<file path="src/hw/rtl/loop_switcher_preset_controller_defines.svh">
// ----------------------------------------------------------------------------
// Loop switcher preset controller assertion macros
// Immediate-edge and next-edge implication checks on clk, reset by rst_n.
// ----------------------------------------------------------------------------
`ifndef LOOP_SWITCHER_PRESET_CONTROLLER_DEFINES_SVH
`define LOOP_SWITCHER_PRESET_CONTROLLER_DEFINES_SVH

`ifndef NO_ASSERTIONS
// ante holds -> cons holds at the same edge
`define LSPC_ASSERT_NOW(label, ante, cons) \
  label: assert property (@(posedge clk) disable iff (!rst_n) (ante) |-> (cons)) \
    else $error("lspc assertion failed");
// ante holds -> cons holds at the next edge
`define LSPC_ASSERT_NEXT(label, ante, cons) \
  label: assert property (@(posedge clk) disable iff (!rst_n) (ante) |=> (cons)) \
    else $error("lspc assertion failed");
`else
`define LSPC_ASSERT_NOW(label, ante, cons)
`define LSPC_ASSERT_NEXT(label, ante, cons)
`endif

`endif

</file>
<file path="src/hw/rtl/lspc_pkg.sv">
// ----------------------------------------------------------------------------
// lspc_pkg
// Shared constants of the loop switcher preset controller.
// ----------------------------------------------------------------------------
package lspc_pkg;

  localparam int PRESET_COUNT = 3;
  localparam int LOOP_COUNT   = 4;

  // held button codes
  localparam logic [3:0] CODE_NONE        = 4'd0;
  localparam logic [3:0] CODE_UP          = 4'd1;
  localparam logic [3:0] CODE_DOWN        = 4'd2;
  localparam logic [3:0] CODE_PRESET0     = 4'd3;
  localparam logic [3:0] CODE_PRESET_LAST = 4'(3 + PRESET_COUNT - 1);
  localparam logic [3:0] CODE_LOOP0       = 4'(3 + PRESET_COUNT);
  localparam logic [3:0] CODE_LOOP_LAST   = 4'(3 + PRESET_COUNT + LOOP_COUNT - 1);

  // event codes
  localparam logic [1:0] EV_NONE = 2'd0;
  localparam logic [1:0] EV_LOAD = 2'd1;
  localparam logic [1:0] EV_SAVE = 2'd2;

  // configuration register indexes
  localparam logic [1:0] REG_DEBOUNCE   = 2'd0;
  localparam logic [1:0] REG_LONG_PRESS = 2'd1;

  localparam logic [15:0] DEBOUNCE_RESET   = 16'd50;
  localparam logic [15:0] LONG_PRESS_RESET = 16'd3000;

endpackage

</file>
<file path="src/hw/rtl/lspc_if.sv">
// ----------------------------------------------------------------------------
// lspc channel interfaces
// Valid/ready channels for button polls, results and configuration words.
// ----------------------------------------------------------------------------
interface lspc_in_if;
  logic        valid;
  logic        ready;
  logic        bank_up_level;
  logic        bank_down_level;
  logic [2:0]  preset_levels;
  logic [3:0]  loop_levels;
  logic [31:0] now_ms;

  modport source (output valid, bank_up_level, bank_down_level, preset_levels,
                  loop_levels, now_ms, input ready);
  modport sink   (input valid, bank_up_level, bank_down_level, preset_levels,
                  loop_levels, now_ms, output ready);
endinterface

interface lspc_out_if;
  logic       valid;
  logic       ready;
  logic [3:0] loop_drive;
  logic [1:0] bank_number;
  logic [1:0] preset_number;
  logic [3:0] program_number;
  logic [1:0] event_code;

  modport source (output valid, loop_drive, bank_number, preset_number,
                  program_number, event_code, input ready);
  modport sink   (input valid, loop_drive, bank_number, preset_number,
                  program_number, event_code, output ready);
endinterface

interface lspc_cfg_if;
  logic        valid;
  logic        ready;
  logic [1:0]  index;
  logic [15:0] data;

  modport source (output valid, index, data, input ready);
  modport sink   (input valid, index, data, output ready);
endinterface

</file>
<file path="src/hw/rtl/loop_switcher_preset_controller.sv">
// ----------------------------------------------------------------------------
// loop_switcher_preset_controller: one poll per cycle unless results back up; result registered on acceptance.
// Throughput one poll per clock when output is not stalled; registered store read data is forwarded into drives.
// Synchronous active-low reset: bank 1, preset 1, drives 0, nothing held, debounce 50, long press 3000.
// Preset store cleared at reset by per-entry valid bits; no clearing pass, polls taken at once.
// ----------------------------------------------------------------------------
`include "loop_switcher_preset_controller_defines.svh"

module loop_switcher_preset_controller #(
  parameter int BANK_COUNT = 3
) (
  input  logic     clk,
  input  logic     rst_n,
  lspc_in_if.sink    in_ch,
  lspc_out_if.source out_ch,
  lspc_cfg_if.sink   cfg_ch
);

  import lspc_pkg::*;

  localparam int DEPTH = BANK_COUNT * PRESET_COUNT;
  localparam int AW    = $clog2(DEPTH);
  localparam int BW    = $clog2(BANK_COUNT + 1);

  // --------------------------------------------------------------------------
  // Architectural state. The result word shows this state directly, so the
  // output side only needs a valid flag and the event code.
  // --------------------------------------------------------------------------
  logic [15:0]      debounce_r;
  logic [15:0]      long_press_r;
  logic [3:0]       held_r,    held_nxt;
  logic [31:0]      press_r,   press_nxt;
  logic [BW-1:0]    bank_r,    bank_nxt;
  logic [1:0]       preset_r,  preset_nxt;
  logic [3:0]       drive_r,   drive_nxt;
  logic [1:0]       event_r,   event_nxt;
  logic             out_valid_r;
  // last accepted word loaded drives from the store: the real drives sit in
  // the RAM read register until the next word is accepted
  logic             load_pend_r;
  logic             rd_valid_r;
  logic [DEPTH-1:0] valid_r;

  logic             acc;
  logic             do_load;
  logic             do_save;
  logic             released;
  logic [3:0]       press_code;
  logic [1:0]       pidx;
  logic [1:0]       lidx;
  logic [1:0]       pushed;
  logic [31:0]      hold;
  logic             counted;
  logic             long_hold;
  logic [3:0]       store_q;
  logic [3:0]       drive_cur;
  logic [3:0]       ram_rdata;
  logic [AW-1:0]    raddr;
  logic [AW-1:0]    waddr;
  logic             ram_we;
  logic             ram_re;
  logic [7:0]       prog_full;

  function automatic logic [AW-1:0] slot_of(input logic [BW-1:0] bank,
                                            input logic [1:0] preset);
    logic [AW-1:0] b0;
    logic [AW-1:0] p0;
    b0 = AW'(bank) - AW'(1);
    p0 = AW'(preset) - AW'(1);
    return AW'(b0 * AW'(PRESET_COUNT)) + p0;
  endfunction

  assign acc         = in_ch.valid && in_ch.ready;
  // output register parts the two sides: take a new poll whenever the
  // pending word is empty or leaving this cycle
  assign in_ch.ready = !out_valid_r || out_ch.ready;
  assign cfg_ch.ready = 1'b1;

  // forwarded drives: RAM data only changes on an accepted load, so it is
  // stable for as long as the pending flag is set
  assign store_q   = rd_valid_r ? ram_rdata : 4'd0;
  assign drive_cur = load_pend_r ? store_q : drive_r;

  assign hold      = in_ch.now_ms - press_r;
  assign counted   = hold > {16'd0, debounce_r};
  assign long_hold = hold > {16'd0, long_press_r};
  assign pidx      = 2'(held_r - CODE_PRESET0);
  assign lidx      = 2'(held_r - CODE_LOOP0);
  assign pushed    = 2'(held_r - CODE_PRESET0 + 4'd1);

  // new press: later buttons in poll order override earlier ones
  always_comb begin
    press_code = CODE_NONE;
    if (in_ch.bank_up_level)   press_code = CODE_UP;
    if (in_ch.bank_down_level) press_code = CODE_DOWN;
    for (int i = 0; i < PRESET_COUNT; i++) begin
      if (in_ch.preset_levels[i]) press_code = CODE_PRESET0 + 4'(i);
    end
    for (int i = 0; i < LOOP_COUNT; i++) begin
      if (in_ch.loop_levels[i]) press_code = CODE_LOOP0 + 4'(i);
    end
  end

  // held button seen low
  always_comb begin
    case (held_r) inside
      CODE_UP:                          released = !in_ch.bank_up_level;
      CODE_DOWN:                        released = !in_ch.bank_down_level;
      [CODE_PRESET0:CODE_PRESET_LAST]:  released = !in_ch.preset_levels[pidx];
      [CODE_LOOP0:CODE_LOOP_LAST]:      released = !in_ch.loop_levels[lidx];
      default:                          released = 1'b1;
    endcase
  end

  always_comb begin
    held_nxt   = held_r;
    press_nxt  = press_r;
    bank_nxt   = bank_r;
    preset_nxt = preset_r;
    drive_nxt  = drive_cur;
    event_nxt  = EV_NONE;
    do_load    = 1'b0;
    do_save    = 1'b0;
    if (held_r == CODE_NONE) begin
      if (press_code != CODE_NONE) begin
        held_nxt  = press_code;
        press_nxt = in_ch.now_ms;
      end
    end else if (released) begin
      held_nxt = CODE_NONE;
      case (held_r) inside
        CODE_UP: begin
          if (counted) begin
            bank_nxt  = (bank_r == BW'(BANK_COUNT)) ? BW'(1) : bank_r + BW'(1);
            do_load   = 1'b1;
            event_nxt = EV_LOAD;
          end
        end
        CODE_DOWN: begin
          if (counted) begin
            bank_nxt  = (bank_r <= BW'(1)) ? BW'(BANK_COUNT) : bank_r - BW'(1);
            do_load   = 1'b1;
            event_nxt = EV_LOAD;
          end
        end
        [CODE_PRESET0:CODE_PRESET_LAST]: begin
          // long hold saves into the pushed preset's slot of this bank
          if (long_hold) begin
            do_save   = 1'b1;
            event_nxt = EV_SAVE;
          end else if (counted) begin
            preset_nxt = pushed;
            do_load    = 1'b1;
            event_nxt  = EV_LOAD;
          end
        end
        [CODE_LOOP0:CODE_LOOP_LAST]: begin
          if (counted) drive_nxt = drive_cur ^ (4'd1 << lidx);
        end
        default: ;
      endcase
    end
  end

  // save and load never come from the same word, and a save is written
  // before any later word can read, so no same-entry interlock is needed
  assign raddr  = slot_of(bank_nxt, preset_nxt);
  assign waddr  = slot_of(bank_r, pushed);
  assign ram_re = acc && do_load;
  assign ram_we = acc && do_save;

  lspc_ram #(
    .WIDTH (4),
    .DEPTH (DEPTH)
  ) u_store (
    .clk   (clk),
    .we    (ram_we),
    .waddr (waddr),
    .wdata (drive_cur),
    .re    (ram_re),
    .raddr (raddr),
    .rdata (ram_rdata)
  );

  always_ff @(posedge clk) begin
    if (!rst_n) begin
      debounce_r   <= DEBOUNCE_RESET;
      long_press_r <= LONG_PRESS_RESET;
      held_r       <= CODE_NONE;
      press_r      <= 32'd0;
      bank_r       <= BW'(1);
      preset_r     <= 2'd1;
      drive_r      <= 4'd0;
      event_r      <= EV_NONE;
      out_valid_r  <= 1'b0;
      load_pend_r  <= 1'b0;
      rd_valid_r   <= 1'b0;
      valid_r      <= '0;
    end else begin
      if (cfg_ch.valid) begin
        if (cfg_ch.index == REG_DEBOUNCE)   debounce_r   <= cfg_ch.data;
        if (cfg_ch.index == REG_LONG_PRESS) long_press_r <= cfg_ch.data;
      end
      if (acc) begin
        held_r      <= held_nxt;
        press_r     <= press_nxt;
        bank_r      <= bank_nxt;
        preset_r    <= preset_nxt;
        drive_r     <= drive_nxt;
        event_r     <= event_nxt;
        load_pend_r <= do_load;
        out_valid_r <= 1'b1;
      end else if (out_ch.ready) begin
        out_valid_r <= 1'b0;
      end
      if (ram_re) rd_valid_r <= valid_r[raddr];
      if (ram_we) valid_r[waddr] <= 1'b1;
    end
  end

  assign prog_full = 8'((8'(bank_r) - 8'd1) * 8'(PRESET_COUNT)) + 8'(preset_r) - 8'd1;

  assign out_ch.valid          = out_valid_r;
  assign out_ch.loop_drive     = drive_cur;
  assign out_ch.bank_number    = 2'(bank_r);
  assign out_ch.preset_number  = preset_r;
  assign out_ch.program_number = prog_full[3:0];
  assign out_ch.event_code     = event_r;

  // bank selection stays in range
  `LSPC_ASSERT_NOW(a_bank_range, out_valid_r, (bank_r >= BW'(1)) && (bank_r <= BW'(BANK_COUNT)))
  // a word never both saves and loads
  `LSPC_ASSERT_NOW(a_save_load_excl, acc, !(ram_we && ram_re))
  // a store write only comes from a release of a held preset
  `LSPC_ASSERT_NOW(a_save_needs_held, ram_we, (held_r >= CODE_PRESET0) && (held_r <= CODE_PRESET_LAST))
  // a load marks the drives as pending on the RAM read data
  `LSPC_ASSERT_NEXT(a_load_pending, ram_re, load_pend_r && (event_r == EV_LOAD))

endmodule

</file>
<file path="src/hw/rtl/lspc_ram.sv">
// ----------------------------------------------------------------------------
// lspc_ram
// Generic single-write, single-read RAM with registered read data.
// ----------------------------------------------------------------------------
module lspc_ram #(
  parameter int WIDTH = 4,
  parameter int DEPTH = 9
) (
  input  logic                     clk,
  input  logic                     we,
  input  logic [$clog2(DEPTH)-1:0] waddr,
  input  logic [WIDTH-1:0]         wdata,
  input  logic                     re,
  input  logic [$clog2(DEPTH)-1:0] raddr,
  output logic [WIDTH-1:0]         rdata
);

  logic [WIDTH-1:0] mem [DEPTH];
  logic [WIDTH-1:0] rdata_r;

  always_ff @(posedge clk) begin
    if (we) begin
      mem[waddr] <= wdata;
    end
    if (re) begin
      rdata_r <= mem[raddr];
    end
  end

  assign rdata = rdata_r;

endmodule
</file>
<file path="src/flat_wrapper.sv">
// flat-port wrapper written by rule: the top's interface ports become plain ports
module loop_switcher_preset_controller_flat import lspc_pkg::*;
#(
  parameter int BANK_COUNT = 3
)
  (clk, rst_n, in_ch_valid, in_ch_bank_up_level, in_ch_bank_down_level, in_ch_preset_levels, in_ch_loop_levels, in_ch_now_ms, in_ch_ready, out_ch_valid, out_ch_loop_drive, out_ch_bank_number, out_ch_preset_number, out_ch_program_number, out_ch_event_code, out_ch_ready, cfg_ch_valid, cfg_ch_index, cfg_ch_data, cfg_ch_ready);
  lspc_in_if in_ch_i ();
  lspc_out_if out_ch_i ();
  lspc_cfg_if cfg_ch_i ();
  input  logic clk;
  input  logic rst_n;
  input wire logic [$bits(in_ch_i.valid)-1:0] in_ch_valid;
  input wire logic [$bits(in_ch_i.bank_up_level)-1:0] in_ch_bank_up_level;
  input wire logic [$bits(in_ch_i.bank_down_level)-1:0] in_ch_bank_down_level;
  input wire logic [$bits(in_ch_i.preset_levels)-1:0] in_ch_preset_levels;
  input wire logic [$bits(in_ch_i.loop_levels)-1:0] in_ch_loop_levels;
  input wire logic [$bits(in_ch_i.now_ms)-1:0] in_ch_now_ms;
  output wire logic [$bits(in_ch_i.ready)-1:0] in_ch_ready;
  output wire logic [$bits(out_ch_i.valid)-1:0] out_ch_valid;
  output wire logic [$bits(out_ch_i.loop_drive)-1:0] out_ch_loop_drive;
  output wire logic [$bits(out_ch_i.bank_number)-1:0] out_ch_bank_number;
  output wire logic [$bits(out_ch_i.preset_number)-1:0] out_ch_preset_number;
  output wire logic [$bits(out_ch_i.program_number)-1:0] out_ch_program_number;
  output wire logic [$bits(out_ch_i.event_code)-1:0] out_ch_event_code;
  input wire logic [$bits(out_ch_i.ready)-1:0] out_ch_ready;
  input wire logic [$bits(cfg_ch_i.valid)-1:0] cfg_ch_valid;
  input wire logic [$bits(cfg_ch_i.index)-1:0] cfg_ch_index;
  input wire logic [$bits(cfg_ch_i.data)-1:0] cfg_ch_data;
  output wire logic [$bits(cfg_ch_i.ready)-1:0] cfg_ch_ready;
  assign in_ch_i.valid = in_ch_valid;
  assign in_ch_i.bank_up_level = in_ch_bank_up_level;
  assign in_ch_i.bank_down_level = in_ch_bank_down_level;
  assign in_ch_i.preset_levels = in_ch_preset_levels;
  assign in_ch_i.loop_levels = in_ch_loop_levels;
  assign in_ch_i.now_ms = in_ch_now_ms;
  assign in_ch_ready = in_ch_i.ready;
  assign out_ch_valid = out_ch_i.valid;
  assign out_ch_loop_drive = out_ch_i.loop_drive;
  assign out_ch_bank_number = out_ch_i.bank_number;
  assign out_ch_preset_number = out_ch_i.preset_number;
  assign out_ch_program_number = out_ch_i.program_number;
  assign out_ch_event_code = out_ch_i.event_code;
  assign out_ch_i.ready = out_ch_ready;
  assign cfg_ch_i.valid = cfg_ch_valid;
  assign cfg_ch_i.index = cfg_ch_index;
  assign cfg_ch_i.data = cfg_ch_data;
  assign cfg_ch_ready = cfg_ch_i.ready;
  loop_switcher_preset_controller #(.BANK_COUNT(BANK_COUNT)) u_core (.clk(clk), .rst_n(rst_n), .in_ch(in_ch_i), .out_ch(out_ch_i), .cfg_ch(cfg_ch_i));
endmodule
</file>
<file path="config.mk">
export PLATFORM = sky130hd
export DESIGN_NAME = loop_switcher_preset_controller_flat
export DESIGN_NICKNAME = d
export VERILOG_FILES = /design/src/hw/rtl/lspc_pkg.sv /design/src/hw/rtl/lspc_if.sv /design/src/hw/rtl/loop_switcher_preset_controller.sv /design/src/hw/rtl/lspc_ram.sv /design/src/flat_wrapper.sv
export VERILOG_INCLUDE_DIRS = /design/src /design/src/hw/rtl
export SDC_FILE = /design/constraint.sdc
export NUM_CORES = 1
export LEC_CHECK = 0
export BUFFER_PORTS_ARGS = -buffer_cell sky130_fd_sc_hd__buf_2
export CAP_MARGIN = 20
export CORE_MARGIN = 4
export CORE_UTILIZATION = 50
export CTS_CLUSTER_SIZE = 25
export DETAILED_ROUTE_END_ITERATION = 10
export PLACE_DENSITY = 0.69
export SLEW_MARGIN = 20
export SYNTH_ARGS = -nofsm -noshare
export SYNTH_HDL_FRONTEND = slang
export SYNTH_HIERARCHICAL = 1
export SYNTH_SLANG_ARGS = --single-unit
</file>
<file path="constraint.sdc">
create_clock -name clk -period 15.45 [get_ports clk]
set_input_delay 0.7725 -clock clk [delete_from_list [all_inputs] [get_ports clk]]
set_output_delay 0.7725 -clock clk [all_outputs]
set_load 0.01 [all_outputs]
</file>
==> results.toml <==
[run_status]
status = "finished, final reports clean"

[power]
comb_power_share_pct = 32.8
power_density_mw_per_mm2 = 114
report.power.total_mw = 1.15
p_sw_uw = 400
internal-power_uw = 751
peakVddDrop_mv = 0.0838
p_sw_share_pct = 34.8
pwr-share-seq_pct = 32.6
power.leakage_nw = 4.12
clock_power_share_pct = 34.7

[synthesis]
ys_warn_count = 6
synth_area_leaders = "dfxtp_1 20%, edfxtp_1 13%, ha_1 12%"
ys_ff_latch = 129
syn_nets = 1169
synth_area_per_cell_um2 = 8.90
yosysMostFrequentCell = "nand2_1"
yosysTopAreaCell = "dfxtp_1"
yosysUniqueCellTypes = 82
synth_flop_cell = "dfxtp_1"
synthCells = 1014
seq_area_frac_synth_pct = 33.1
synth-edff-count = 40
yosysTopAreaCellShare_pct = 19.7
netlist_area_mm2 = 0.00902
synth_common_cells = "111 x nand2_1, 97 x inv_1, 89 x dfxtp_1, 87 x ha_1, 60 x nor2_1"
async_flop_share_pct = 0

[clocking]
cts_tree = "built"
clk_latency_ns = 0.42
cts_made_buffers = 17
h-tree-depth = 4
post_cts_resized = 0
clock_sink_count = 129
cts_hold_buf = 0
cts_setup_buffers = 0
cts_root_buf = "clkbuf_16"
cts_max_path_buffers = 2
clkSlewWorstSetupHoldPaths_ns = 0.06

[timing]
max_freq_ghz = 0.133
fin_crit_ns = 7.54
period_share_pct = 48.8
setup_viol = 0
fin_skew_ns = 0.0104
hold_violations = 0
max_slew_margin_pct = 31.3
grt_setup_unrepaired = "no"
slew_viol_final = 0
tightest_slew_ns = 1.03
finalSetupTns_ns = 0

[placed_design]
port_buffers = 79
dpl.hpwl_mm = 15.2
gp_congestion = 0.871

[setup_path]
rrSetupSlack_ns = 8.00
critPathArrivalTime_ns = 7.84
start_kind = "input port"
crit_path_top_delay_cell = "nor4_1"
end_kind = "flop"
critical_path_peak_fanout = 11
criticalPathCategory = "in2reg"
endpoint = "u_core/rd_valid_r$_SDFFE_PN0P_"
slowest_delay_ns = 0.65
rr_startpoint = "u_core/press_r[1]$_SDFFE_PN0P_"
crit_start = "in_ch_now_ms[1]"
r2r.worst_path.cells = 33
critPathRequiredTime_ns = 15.75
r2r_end = "u_core/rd_valid_r$_SDFFE_PN0P_"

[drt]
vias = 7313
first_pass_iters = 5
drc = 0
drtAntennaViolNets = 0
top_layer_used = "met4"
viasPerCell = 5.55
drt_iter0_drc = 420
met2_length_mm = 9.88
routed_wl_mm = 20.1
wl_met3_um = 720
m1WireLength_mm = 9.16
routedWlPerCell_um = 15.3

[finish]
area_growth_pct = 12.4
fin_nets = 1234
diodes = 0
drive_above_1_share_pct = 14.0

[min_path]
hold_path_class = "reg2reg"
min_from = "u_core/valid_r[6]$_SDFFE_PN0P_"

[global_route]
antenna_found_initial = 0
gr-total-overflow = 0
grt_pass1_vias = 7103
grt_pass1_wl_mm = 34.0
grtUsageTotal_pct = 20.5
grt_max_degree = 92

[die]
core_mm2 = 0.0175
start_util_pct = 51.6
dieArea_mm2 = 0.0203
pin_count = 81
die_y_um = 142
rows = 48
fp.dieW_um = 142

[run]
maxCapViolCount = 0
-- state kept, by name (all words and copies together) (netlist names), 2 cells and up --
| signal | cells |
|---|---|
| u_core/debounce_r | 16 |
| u_core/out_ch.bank_number | 2 |
| u_core/u_store/rdata | 4 |
| u_core/out_ch.preset_number | 2 |
| u_core/held_r | 4 |
| u_core/press_r | 32 |
| u_core/long_press_r | 16 |
| u_core/u_store/mem | 36 |
| u_core/drive_r | 4 |
| u_core/valid_r | 9 |
-- layout by cell type (no fill, tap or decap), drive strengths merged, types with 5 or more instances in the layout --
| master | netlist | final |
|---|---|---|
| a21boi | 29 | 29 |
| a21o | 12 | 12 |
| nand2 | 111 | 111 |
| ha | 87 | 87 |
| a31oi | 5 | 5 |
| edfxtp | 40 | 40 |
| buf | 20 | 85 |
| a21oi | 58 | 58 |
| nand2b | 7 | 7 |
| nand3b | 5 | 5 |
| o21ai | 51 | 51 |
| and2 | 8 | 8 |
| mux2i | 54 | 54 |
| nor3b | 8 | 8 |
| o21a | 17 | 17 |
| dfxtp | 89 | 89 |
| or2 | 5 | 5 |
| mux4 | 7 | 7 |
| xor2 | 15 | 15 |
| nor2b | 43 | 43 |
| nor3 | 16 | 16 |
| a311o | 5 | 5 |
| a211oi | 6 | 6 |
| inv | 97 | 106 |
| xnor2 | 17 | 17 |
| nor2 | 60 | 60 |
| nand3 | 21 | 21 |
| nor4 | 15 | 15 |
| clkbuf | 19 | 17 |
| o211ai | 12 | 12 |
| nand4 | 12 | 12 |
-- per-layer routing --
metal,GRT usage [%],vias to the layer above
met4,6.10,0
met3,3.86,30
li1,-,3724
met2,35.5,159
met1,25.9,3400
met5,0,-
-- through the flow --
stage | instance area [µm²] | setup WS (ns) | util, % | hold slack (ns) | std cells
2_1_floorplan | 9020 | 8.67 | - | 0.420 | 1014
6_report | 10100 | 7.91 | 58.0 | 0.444 | 1317
3_5_place_dp | 9520 | 7.53 | 54.5 | 0.436 | 1284
4_1_cts | 10100 | 7.93 | 57.9 | 0.444 | 1316
3_3_place_gp | 9520 | 7.85 | 54.5 | 0.434 | 1284
5_1_grt | 10100 | 7.27 | 58.0 | 0.465 | 1317
-- worst min path at each step --
stage | to | slack, ns | cells past startpoint
3_5_place_dp | u_core/valid_r[2]$_SDFFE_PN0P_ | 0.44 | 2
2_1_floorplan | u_core/valid_r[4]$_SDFFE_PN0P_ | 0.42 | 2
6_report | u_core/valid_r[6]$_SDFFE_PN0P_ | 0.44 | 2
3_3_place_gp | u_core/valid_r[4]$_SDFFE_PN0P_ | 0.43 | 2
5_1_grt | u_core/valid_r[6]$_SDFFE_PN0P_ | 0.47 | 2
4_1_cts | u_core/valid_r[2]$_SDFFE_PN0P_ | 0.44 | 2
-- cell type report --
class,instances,area (µm²)
multi-input combinational,749,5470
clock inverter,15,169
inverter,97,364
tap,225,282
timing repair buffer,85,453
clock buffer,17,425
sequential,129,2980
fill,1560,7330
-- critical path, delay by kind of cell --
kind / cells / cell delay [ns]
AO/OA/AOI/OAI: 14 / 2.49
XOR/XNOR: 5 / 1.25
adder cells (fa/ha/maj): 5 / 1.46
buffers and inverters: 1 / 0.13
multiplexers: 1 / 0.27
AND/OR/NAND/NOR: 7 / 1.49
-- logic make-up after synthesis --
logic type                 count (synthesis)  synth area share, %
adders and majority gates                 91                 13.0
muxes                                     63                 7.99
xor gates and xnor gates                  32                 3.11
other                                      1               0.0416
DFF                                      129                 33.1
AOI/OAI and AO/OA                        231                 17.5
buffers and inverters                    136                 6.49
and+or+nand+nor                          331                 18.9
-- power groups by stage --
stage	Combinational [mW]	Sequential (mW)	Clock [mW]
global route	0.424	0.377	0.426
global placement	0.366	0.382	0
detailed placement	0.371	0.383	0
CTS	0.374	0.375	0.408
finish	0.377	0.375	0.399
floorplan	0.295	0.379	0
Note: power is estimated with default switching activity, not from simulation.
